File: src/design/tlptq_pkg.sv
// tlptq_pkg: shared constants for the two-level priority task queue.
// Operation codes, field widths and the default entry count.
// No dependencies.
package tlptq_pkg;

    localparam int ID_W          = 6;   // width of entry_id / served_id
    localparam int OP_W          = 2;   // width of operation
    localparam int MAX_IDS       = 64;  // entry numbers reachable through entry_id
    localparam int ENTRIES_DFLT  = 64;

    localparam logic [OP_W-1:0] OP_ENQUEUE = 2'd0;
    localparam logic [OP_W-1:0] OP_SERVE   = 2'd1;
    localparam logic [OP_W-1:0] OP_REMOVE  = 2'd2;

endpackage

File: src/design/two_level_priority_task_queue_unit.sv
// two_level_priority_task_queue_unit: strict-priority scheduler over two linked FIFO queues.
// Link tables are held in two synchronous memories; heads, tails and waiting marks in flops.
// Depends on tlptq_pkg.

// Usage: drive operation, entry_id and high_priority with start high; the item is taken at
// the first rising edge where busy is low. Exactly one result comes back per item, shown for
// a single cycle with done high; the receiver cannot stall it, so sample on done. Enqueue,
// a serve that finds both queues empty, a remove of an entry that is not waiting, an entry
// number at or above ENTRIES on a remove, and operation code 3 all finish from idle (done on the
// cycle after the item is taken, busy stays low). A serve that pops an entry and a remove of a
// waiting entry pass through S_EXEC: the link memories have a registered synchronous read, so the
// popped or removed entry's links arrive in S_EXEC (busy high), where the heads and
// tails are updated and the neighbors are relinked. No clearing pass follows reset: the
// waiting marks are flops that reset clears, and links are only ever read for waiting entries.
// entry_id is 6 bits wide, so at most 64 entries are addressable; ENTRIES above 64 behaves as 64.
module two_level_priority_task_queue_unit #(
    parameter int ENTRIES = tlptq_pkg::ENTRIES_DFLT
) (
    input  logic                        clk,
    input  logic                        rst_n,
    input  logic                        start,
    output logic                        busy,
    input  logic [tlptq_pkg::OP_W-1:0]  operation,
    input  logic [tlptq_pkg::ID_W-1:0]  entry_id,
    input  logic                        high_priority,
    output logic                        done,
    output logic                        accepted,
    output logic                        served_valid,
    output logic [tlptq_pkg::ID_W-1:0]  served_id,
    output logic                        served_high
);
    import tlptq_pkg::*;

    // Entries that can actually be named on entry_id.
    localparam int SLOTS = (ENTRIES < MAX_IDS) ? ENTRIES : MAX_IDS;
    localparam int IDX_W = $clog2(SLOTS);
    // A pointer carries a null flag in its top bit.
    localparam int PTR_W = IDX_W + 1;
    localparam logic [PTR_W-1:0] NIL = {1'b1, {IDX_W{1'b0}}};
    localparam logic [ID_W:0]    SLOTS_C = (ID_W + 1)'(SLOTS);

    typedef enum logic {
        S_IDLE,
        S_EXEC
    } state_t;

    state_t state_reg, state_next;

    logic [PTR_W-1:0] high_head_reg, high_head_next;
    logic [PTR_W-1:0] high_tail_reg, high_tail_next;
    logic [PTR_W-1:0] low_head_reg,  low_head_next;
    logic [PTR_W-1:0] low_tail_reg,  low_tail_next;
    logic [SLOTS-1:0] mark_reg,      mark_next;

    // Item being finished in S_EXEC.
    logic             remove_reg,    remove_next;
    logic             pop_high_reg,  pop_high_next;
    logic [IDX_W-1:0] ent_reg,       ent_next;

    logic             done_reg,      done_next;
    logic             accepted_reg,  accepted_next;
    logic             sv_reg,        sv_next;
    logic [ID_W-1:0]  sid_reg,       sid_next;
    logic             shigh_reg,     shigh_next;

    // Link memories: next and prev pointer of each entry.
    logic [PTR_W-1:0] next_mem [SLOTS];
    logic [PTR_W-1:0] prev_mem [SLOTS];
    logic [PTR_W-1:0] next_rd_reg;
    logic [PTR_W-1:0] prev_rd_reg;

    logic             nmem_we;
    logic [IDX_W-1:0] nmem_waddr;
    logic [PTR_W-1:0] nmem_wdata;
    logic             pmem_we;
    logic [IDX_W-1:0] pmem_waddr;
    logic [PTR_W-1:0] pmem_wdata;
    logic [IDX_W-1:0] rd_addr;

    logic             take;
    logic             id_ok;
    logic [IDX_W-1:0] ent_in;
    logic [PTR_W-1:0] ent_in_ptr;
    logic [PTR_W-1:0] ent_ptr;
    logic             high_any;
    logic             low_any;
    logic [PTR_W-1:0] tail_sel;
    logic [PTR_W-1:0] n_eff;
    logic [PTR_W-1:0] p_eff;

    assign take       = start && (state_reg == S_IDLE);
    assign id_ok      = {1'b0, entry_id} < SLOTS_C;
    assign ent_in     = entry_id[IDX_W-1:0];
    assign ent_in_ptr = {1'b0, ent_in};
    assign ent_ptr    = {1'b0, ent_reg};
    assign high_any   = !high_head_reg[PTR_W-1];
    assign low_any    = !low_head_reg[PTR_W-1];
    assign tail_sel   = high_priority ? high_tail_reg : low_tail_reg;

    // Serve reads the head's links, remove the named entry's links.
    assign rd_addr = (operation == OP_SERVE)
                   ? (high_any ? high_head_reg[IDX_W-1:0] : low_head_reg[IDX_W-1:0])
                   : ent_in;

    // Stale links are masked: a tail has no successor, a head no predecessor.
    assign n_eff = (ent_ptr == high_tail_reg || ent_ptr == low_tail_reg) ? NIL : next_rd_reg;
    assign p_eff = (ent_ptr == high_head_reg || ent_ptr == low_head_reg) ? NIL : prev_rd_reg;

    always_comb
    begin
        state_next     = state_reg;
        high_head_next = high_head_reg;
        high_tail_next = high_tail_reg;
        low_head_next  = low_head_reg;
        low_tail_next  = low_tail_reg;
        mark_next      = mark_reg;
        remove_next    = remove_reg;
        pop_high_next  = pop_high_reg;
        ent_next       = ent_reg;
        done_next      = 1'b0;
        accepted_next  = 1'b0;
        sv_next        = 1'b0;
        sid_next       = '0;
        shigh_next     = 1'b0;
        nmem_we        = 1'b0;
        nmem_waddr     = '0;
        nmem_wdata     = NIL;
        pmem_we        = 1'b0;
        pmem_waddr     = '0;
        pmem_wdata     = NIL;

        unique case (state_reg)
            S_IDLE:
            begin
                if (take)
                begin
                    unique case (operation)
                        OP_ENQUEUE:
                        begin
                            done_next = 1'b1;
                            if (id_ok && !mark_reg[ent_in])
                            begin
                                mark_next[ent_in] = 1'b1;
                                accepted_next     = 1'b1;
                                pmem_we           = 1'b1;
                                pmem_waddr        = ent_in;
                                pmem_wdata        = tail_sel;
                                if (!tail_sel[PTR_W-1])
                                begin
                                    nmem_we    = 1'b1;
                                    nmem_waddr = tail_sel[IDX_W-1:0];
                                    nmem_wdata = ent_in_ptr;
                                end
                                if (high_priority)
                                begin
                                    high_tail_next = ent_in_ptr;
                                    if (!high_any)
                                    begin
                                        high_head_next = ent_in_ptr;
                                    end
                                end
                                else
                                begin
                                    low_tail_next = ent_in_ptr;
                                    if (!low_any)
                                    begin
                                        low_head_next = ent_in_ptr;
                                    end
                                end
                            end
                        end
                        OP_SERVE:
                        begin
                            if (high_any || low_any)
                            begin
                                state_next    = S_EXEC;
                                remove_next   = 1'b0;
                                pop_high_next = high_any;
                                ent_next      = high_any ? high_head_reg[IDX_W-1:0]
                                                         : low_head_reg[IDX_W-1:0];
                            end
                            else
                            begin
                                done_next = 1'b1;
                            end
                        end
                        OP_REMOVE:
                        begin
                            if (id_ok && mark_reg[ent_in])
                            begin
                                state_next    = S_EXEC;
                                remove_next   = 1'b1;
                                pop_high_next = 1'b0;
                                ent_next      = ent_in;
                            end
                            else
                            begin
                                done_next = 1'b1;
                            end
                        end
                        default:
                        begin
                            done_next = 1'b1;
                        end
                    endcase
                end
            end
            S_EXEC:
            begin
                state_next         = S_IDLE;
                done_next          = 1'b1;
                mark_next[ent_reg] = 1'b0;
                if (remove_reg)
                begin
                    if (high_tail_reg == ent_ptr) high_tail_next = p_eff;
                    if (high_head_reg == ent_ptr) high_head_next = n_eff;
                    if (low_tail_reg == ent_ptr)  low_tail_next  = p_eff;
                    if (low_head_reg == ent_ptr)  low_head_next  = n_eff;
                    if (!n_eff[PTR_W-1])
                    begin
                        pmem_we    = 1'b1;
                        pmem_waddr = n_eff[IDX_W-1:0];
                        pmem_wdata = p_eff;
                    end
                    if (!p_eff[PTR_W-1])
                    begin
                        nmem_we    = 1'b1;
                        nmem_waddr = p_eff[IDX_W-1:0];
                        nmem_wdata = n_eff;
                    end
                end
                else
                begin
                    sv_next    = 1'b1;
                    sid_next   = ID_W'(ent_reg);
                    shigh_next = pop_high_reg;
                    if (pop_high_reg)
                    begin
                        if (high_tail_reg == ent_ptr)
                        begin
                            high_head_next = NIL;
                            high_tail_next = NIL;
                        end
                        else
                        begin
                            high_head_next = next_rd_reg;
                        end
                    end
                    else
                    begin
                        if (low_tail_reg == ent_ptr)
                        begin
                            low_head_next = NIL;
                            low_tail_next = NIL;
                        end
                        else
                        begin
                            low_head_next = next_rd_reg;
                        end
                    end
                end
            end
            default:
            begin
                state_next = S_IDLE;
            end
        endcase
    end

    always_ff @(posedge clk or negedge rst_n)
    begin
        if (!rst_n)
        begin
            state_reg     <= S_IDLE;
            high_head_reg <= NIL;
            high_tail_reg <= NIL;
            low_head_reg  <= NIL;
            low_tail_reg  <= NIL;
            mark_reg      <= '0;
            remove_reg    <= 1'b0;
            pop_high_reg  <= 1'b0;
            done_reg      <= 1'b0;
            accepted_reg  <= 1'b0;
            sv_reg        <= 1'b0;
            sid_reg       <= '0;
            shigh_reg     <= 1'b0;
        end
        else
        begin
            state_reg     <= state_next;
            high_head_reg <= high_head_next;
            high_tail_reg <= high_tail_next;
            low_head_reg  <= low_head_next;
            low_tail_reg  <= low_tail_next;
            mark_reg      <= mark_next;
            remove_reg    <= remove_next;
            pop_high_reg  <= pop_high_next;
            done_reg      <= done_next;
            accepted_reg  <= accepted_next;
            sv_reg        <= sv_next;
            sid_reg       <= sid_next;
            shigh_reg     <= shigh_next;
        end
    end

    // Entry being worked on: payload, no reset.
    always_ff @(posedge clk)
    begin
        ent_reg <= ent_next;
    end

    // Link memories: one write, one registered read per cycle each.
    always_ff @(posedge clk)
    begin
        if (nmem_we)
        begin
            next_mem[nmem_waddr] <= nmem_wdata;
        end
        next_rd_reg <= next_mem[rd_addr];
    end

    always_ff @(posedge clk)
    begin
        if (pmem_we)
        begin
            prev_mem[pmem_waddr] <= pmem_wdata;
        end
        prev_rd_reg <= prev_mem[rd_addr];
    end

    assign busy         = (state_reg == S_EXEC);
    assign done         = done_reg;
    assign accepted     = accepted_reg;
    assign served_valid = sv_reg;
    assign served_id    = sid_reg;
    assign served_high  = shigh_reg;

    // A taken item either finishes next cycle or holds the block busy in S_EXEC.
    a_take_progress: assert property (@(posedge clk) disable iff (!rst_n)
        (start && !busy) |=> (done || busy))
        else $error("taken item neither finished nor in progress");

    // S_EXEC never stretches: it always ends with done high and busy low.
    a_exec_one_cycle: assert property (@(posedge clk) disable iff (!rst_n)
        busy |=> (!busy && done))
        else $error("second cycle did not finish");

    // A queue's head and tail are null together.
    a_high_ends: assert property (@(posedge clk) disable iff (!rst_n)
        high_head_reg[PTR_W-1] == high_tail_reg[PTR_W-1])
        else $error("high queue head/tail null mismatch");

    a_low_ends: assert property (@(posedge clk) disable iff (!rst_n)
        low_head_reg[PTR_W-1] == low_tail_reg[PTR_W-1])
        else $error("low queue head/tail null mismatch");

    // A popped entry only comes out of the link-read cycle.
    a_serve_src: assert property (@(posedge clk) disable iff (!rst_n)
        served_valid |-> ($past(busy) && !accepted))
        else $error("serve result without link read");

endmodule

File: config.mk
export PLATFORM = sky130hd
export DESIGN_NAME = two_level_priority_task_queue_unit
export DESIGN_NICKNAME = d
export VERILOG_FILES = /design/src/design/tlptq_pkg.sv /design/src/design/two_level_priority_task_queue_unit.sv
export SDC_FILE = /design/constraint.sdc
export NUM_CORES = 1
export LEC_CHECK = 0
export BUFFER_PORTS_ARGS = -buffer_cell sky130_fd_sc_hd__buf_2
export CAP_MARGIN = 40
export CORE_MARGIN = 5
export CORE_UTILIZATION = 41
export CTS_BUF_LIST = sky130_fd_sc_hd__clkbuf_16
export DETAILED_ROUTE_END_ITERATION = 8
export SYNTH_ARGS = -nofsm -noshare
export SYNTH_HDL_FRONTEND = slang
export SYNTH_SLANG_ARGS = --single-unit
File: constraint.sdc
create_clock -name clk -period 12.35 [get_ports clk]
set_input_delay 1.235 -clock clk [delete_from_list [all_inputs] [get_ports clk]]
set_output_delay 1.235 -clock clk [all_outputs]
set_load 0.05 [all_outputs]
### Word-level counts from Yosys, hierarchy flattened

Memories as Yosys holds them, arrays and structs flattened. A register that Yosys moved wholly into a read port is not among the register bits.
Index checks and enable logic that the tools add are counted.

| storage, ports and cells | value |
|---|---|
| register bits | 111 |
| bits in writable memories | 896 |
| bits of input ports | 12 |
| output and inout bits | 11 |
| word-level logic and storage cells | 190 |
| memories kept | 2 |

Memories:

| name | words | bits a word | rd ports | clocked after memory_dff | wr ports | RTL line | RTL |
|---|---|---|---|---|---|---|---|
| next_mem | 64 | 7 | 1 | 1 | 1 | two_level_priority_task_queue_unit.sv:67 | `logic [PTR_W-1:0] next_mem [SLOTS];` |
| prev_mem | 64 | 7 | 1 | 1 | 1 | two_level_priority_task_queue_unit.sv:68 | `logic [PTR_W-1:0] prev_mem [SLOTS];` |

| cells by class | value |
|---|---|
| $lt $le $gt $ge | 4 |
| eq/ne operators | 25 |
| multiplexer cells | 121 |
| bitwise gates (word level) | 4 |
| reduce and logical (&&, ||, !) cells | 18 |

Operators by type and width:

| operator | number |
|---|---|
| $mux 7 | 46 |
| $mux 64 | 3 |
| $pmux 64 s2 | 1 |
| $mux 6 | 19 |
| $pmux 7 s2 | 6 |
| $and 64x64->64 | 1 |
| $not 64->64 | 1 |
| $or 64x64->64 | 1 |
| $pmux 6 s2 | 3 |
| $mux 1 | 32 |
| $eq 6x7->1 | 4 |
| $eq 7x6->1 | 4 |
| $reduce_and 6->1 | 4 |
| $pmux 1 s2 | 8 |
| $lt 6x7->1 const B | 2 |
| $ne 2x2->1 const B | 7 |
| $reduce_and 7->1 | 2 |
| $demux 1 s6 | 2 |
| $ge 6x1->1 const B | 2 |
| $ne 2x1->1 const B | 4 |
| $bmux 1 s6 | 1 |
| $ne 3x2->1 const B | 2 |
| $reduce_and 5->1 | 1 |
| $logic_and 1x1->1 | 3 |
| other kinds (10) | 13 |

### Longest topological paths before layout

| logic depth | value |
|---|---|
| word-level depth | 9 |
| depth in mapped cells | 15 |

### Worst setup path after synthesis

No wires, ideal clock.

| timing | value |
|---|---|
| path kind | input-to-reg |
| start | in entry_id[0] (netlist name) |
| end | mem next_mem[0][6] (netlist name) (data pin) |
| library setup time | 891 ps |
| data arrival time | 6217 ps |
| data required time | 11459 ps |
| slack | 5242 ps |
| cell stages on the path | 10 |
| path buffers | 3 |
| cells stage by stage | buf_6 nand2b_1 mux4_2 a21o_1 o221ai_1 nand4bb_2 buf_6 buf_6 nor2_2 a21oi_1 |

| on the way | value |
|---|---|
| cells in the longest elaborated chain, start to end | 6 |

Ends and longest elaborated chain:

| item | RTL line | RTL |
|---|---|---|
| from (decl) | two_level_priority_task_queue_unit.sv:24 | `input logic [tlptq_pkg::ID_W-1:0] entry_id,` |
| $bmux 1 s6 | two_level_priority_task_queue_unit.sv:141 | `if (id_ok && !mark_reg[ent_in])` |
| $mux 1 (not written as such) | two_level_priority_task_queue_unit.sv:141 |  |
| $mux 7 | two_level_priority_task_queue_unit.sv:141 |  |
| $mux 7 | two_level_priority_task_queue_unit.sv:137 | `unique case (operation)` |
| $mux 7 | two_level_priority_task_queue_unit.sv:135 | `if (take)` |
| $pmux 7 s2 | two_level_priority_task_queue_unit.sv:132 | `unique case (state_reg)` |
| net nmem_wdata[6] | two_level_priority_task_queue_unit.sv:74 | `logic [PTR_W-1:0] nmem_wdata;` |
| to (decl) | two_level_priority_task_queue_unit.sv:67 |  |

The timed path passes the listed nets, and every way through them passes these cells. The select of a mux whose other input is x is not followed.

### Worst setup path after layout

| timing | value |
|---|---|
| start | in entry_id[2] (netlist name) |
| end | mem prev_mem[48][1] (netlist name) (enable) |

| on the way | value |
|---|---|
| cells in the longest elaborated chain, start to end | 8 |
| elaborated cells between the ends (all ways) | 12 |
| those cells by class | 12 x mux |

Ends and longest elaborated chain:

| item | RTL line | RTL |
|---|---|---|
| $bmux 1 s6 | two_level_priority_task_queue_unit.sv:141 |  |
| $mux 1 (not written as such) | two_level_priority_task_queue_unit.sv:141 |  |
| $mux 1 | two_level_priority_task_queue_unit.sv:141 |  |
| $mux 1 | two_level_priority_task_queue_unit.sv:137 |  |
| $mux 1 | two_level_priority_task_queue_unit.sv:135 |  |
| $pmux 1 s2 | two_level_priority_task_queue_unit.sv:132 |  |
| $mux 1 | two_level_priority_task_queue_unit.sv:324 | `if (pmem_we)` |
| $mux 1 (not written as such) | two_level_priority_task_queue_unit.sv:326 | `prev_mem[pmem_waddr] <= pmem_wdata;` |
| to (decl) | two_level_priority_task_queue_unit.sv:68 |  |

Parallel ways exist; a longest one is shown, timed or not. The select of a mux whose other input is x is not followed.

==> results by group <==
Route
  • 1st-pass router iterations: 5
  • DR WL/cell: 22.9 µm
  • Drt initial violations: 3,223
  • Via density per instance: 5.62
  • DRT met1 WL: 51,100 µm
  • ANT nets after route: 0
  • Routed WL: 117,000 µm
  • Vias: 28.7k
  • DRC Markers: 0
  • Uppermost layer routed: met4
  • Routed wl met3: 9730 µm
  • DR WL met2: 52,200 µm

Setup path
  • Type of origin of the critical path: primary input
  • Crit-path max FO: 31
  • CP max-delay cell: a22oi_1
  • WS Path Type: in -> reg
  • Nature of the critical path endpoint: register
  • Critical Path AT: 5.71 ns
  • Worst path required time: 12.69 ns
  • Crit path cell chain: buf_2, inv_1, mux4_2, a21o_1, o221ai_1, nand4bb_2, buf_4, or2_1, inv_2, a22oi_1, nor2_1
  • Slack of the worst reg-to-reg path: 7.70 ns
  • CP max stage delay: 0.79 ns

Die
  • Die ar.: 111,000 µm²
  • Initial Util: 41.3%
  • Rows: 118
  • Core Area: 104,000 µm²
  • Ports: 23
  • Die Height: 333 µm
  • Die W: 333 µm

Synthesis
  • Mapped Cells: 3,685
  • Async set-reset flop share out of synthesis: 10.3%
  • Mapped Nets: 3,700
  • Mapped Area: 42,800 µm²
  • Sequential-to-total area share from yosys stat: 70.1%
  • Post-synth EDFFs: 902
  • Most frequent cell after synthesis: nand2_1
  • Synth Flop Type: edfxtp_1
  • Area contributors post-synth: edfxtp_1 (63%), nand2_1 (8.7%), dfrtp_1 (5.9%)
  • Synth cell types: 76
  • Synth area leader: edfxtp_1
  • Post-synth top cells: nand2_1 (993), edfxtp_1 (902), nand3_1 (482), a21oi_1 (275), clkbuf_1 (186)
  • YS warnings: 0
  • Syn_area_per_cell: 11.6 µm²
  • Area fraction of the dominant cell type after synthesis: 63.3%
  • Flops & latches, synth: 1,021

Pwr
  • VDD IR-drop max: 135 µV
  • Total chip power: 8.38 mW
  • Power per cell area: 176 nW/µm²
  • Lkg Pwr: 16.7 nW

Run status
  • Run status: completed

GRT
  • Remaining global-route overflow: 0
  • Largest net degree at the start of global routing: 203
  • Global-route wire length before repair: 174,000 µm
  • GRT Resource Usage Total: 20.4%
  • Initial antenna violation count: 1
  • Vias in the first global route: 27.6k

Clock tree
  • Post-CTS setup buffer count: 0
  • # H-tree levels: 3
  • Clk_lat worst skew: 0.67 ns
  • CTS tree: done
  • Inserted Clock Buffers: 101
  • Clock Tree Buf Depth: 3
  • CTS sink cnt: 1,021
  • Root buffer cell: clkbuf_16
  • Resize count post-CTS: 0
  • Hold_buf cts: 0
  • Clk pin slew, worst setup/hold paths: 0.06 ns

Cells and area
  • Multi-input gate area: 11,900 µm²
  • Fillcell total: 9,335
  • Area delta synth->final: 11.1%
  • # nets final: 3,652
  • Reg area: 30,000 µm²
  • Non-Filler Instances: 5,101
  • Share of cells above drive strength 1: 7.88%

Placed design
  • Global placement routability congestion: 0.868
  • DP HPWL: 67,000 µm
  • Placed cell count: 4,913
  • IO Port Bufs: 22

Timing
  • Number of setup violations in the final report: 0
  • Clock Skew: 0.0288 ns
  • Final Hold Fails: 0
  • RSZ-0062 raised after global routing: no
  • Relative slew slack: 22.3%
  • Crit share post-route: 43.5%
  • Worst slew pin tran: 1.17 ns
  • Post-route minimum period: 5.37 ns
  • Setup TNS: 0 ns
  • Final Max Slew Viols: 0
  • Highest Clock Rate: 0.186 GHz

Flow run
  • Max-Cap Viols: 0

Worst hold path
  • Hold crit path type: reg -> reg
-- routing by layer --
metal / track usage (%) / up-vias
met5: 0 / -
met4: 7.07 / 0
met3: 4.51 / 221
met2: 31.1 / 1191
met1: 29.1 / 14100
li1: - / 13100
-- final timing paths --
| kind | end | startpoint | depth (start not counted) |
|---|---|---|---|
| worst max-delay path | prev_mem[48][1]$_DFFE_PP_ | entry_id[2] | 11 |
| worst min-delay path | mark_reg[54]$_DFFE_PN0P_ | mark_reg[54]$_DFFE_PN0P_ | 1 |
| worst max register to register | next_mem[26][1]$_DFFE_PP_ | ent_reg[2]$_DFFE_PP_ | 9 |
| worst min register to register | mark_reg[54]$_DFFE_PN0P_ | mark_reg[54]$_DFFE_PN0P_ | 1 |
| max in group asynchronous | mark_reg[53]$_DFFE_PN0P_ | rst_n | 2 |
| min in group asynchronous | served_high$_DFF_PN0_ | rst_n | 1 |
-- power by group --
group          internal, mW  switching [mW]  leakage (nW)  total (mW)
clock                  1.60            1.30          1.63        2.89
combinational         0.422            1.06          5.53        1.48
sequential             3.87           0.145          9.54        4.01
total                  5.88            2.50          16.7        8.38
-- cells by family (layout without fill, tap and decap cells) --
family | after synthesis | after routing | share of synthesized area (%)
AND/OR/NAND/NOR | 1812 | 1812 | 18.4
buffers and inverters | 271 | 306 | 2.60
XOR/XNOR | 24 | 24 | 0.491
other | 0 | 1 | 0
multiplexers | 67 | 67 | 1.71
flip-flops | 1021 | 1021 | 70.1
adder cells (fa/ha/maj) | 3 | 3 | 0.0877
AO/OA/AOI/OAI | 487 | 487 | 6.60
-- worst max-delay path: cells and delay by family --
| family | cells | cell delay, ns |
|---|---|---|
| AOI/OAI and AO/OA | 3 | 1.07 |
| and+or+nand+nor | 3 | 1.08 |
| buffers and inverters | 4 | 1.75 |
| muxes | 1 | 0.54 |
-- layout make-up --
type | instances | share of cell area [%]
timing repair buffer | 88 | 1.57
antenna | 1 | 0.00526
clock buffer | 103 | 5.42
inverter | 32 | 0.253
tap | 1380 | 3.63
clock inverter | 83 | 1.10
multi-input combinational | 2393 | 24.9
sequential | 1021 | 63.1
-- placed cells by master, fill, tap and decap left out, types with 6 or more instances in the layout --
master,Yosys,routed
and2_1,11,11
a21o_1,10,10
a22o_2,0,6
dfxtp_1,14,14
buf_4,5,45
nand3_1,482,482
nand2b_1,9,9
nor3_1,23,23
dfrtp_1,101,101
nand2_1,993,989
o31ai_1,10,10
nor2_1,172,172
o21ai_4,0,8
edfxtp_1,902,902
nor2b_1,13,13
a21oi_1,275,272
xor2_1,21,21
clkinv_1,0,28
mux2i_1,46,45
clkinv_2,0,10
nor4_1,65,64
clkbuf_16,0,103
buf_8,0,6
a31oi_1,22,22
o21ai_0,91,85
inv_1,31,62
a22oi_1,17,17
buf_2,24,23
o22a_1,8,8
mux2_2,18,17
-- stage by stage --
| stage | area [µm²] | util, % | hold slack [ns] | setup slack [ns] |
|---|---|---|---|---|
| after floorplan | 42800 | - | 0.456 | 5.24 |
| after global placement | 44200 | 42.6 | 0.480 | 5.80 |
| after detailed placement | 44500 | 42.9 | 0.482 | 6.45 |
| after CTS | 47500 | 45.9 | 0.495 | 7.16 |
| after global routing | 47600 | 45.9 | 0.516 | 6.84 |
| final | 47600 | 45.9 | 0.497 | 6.98 |
No activity file was read; power rests on OpenSTA's default activity.
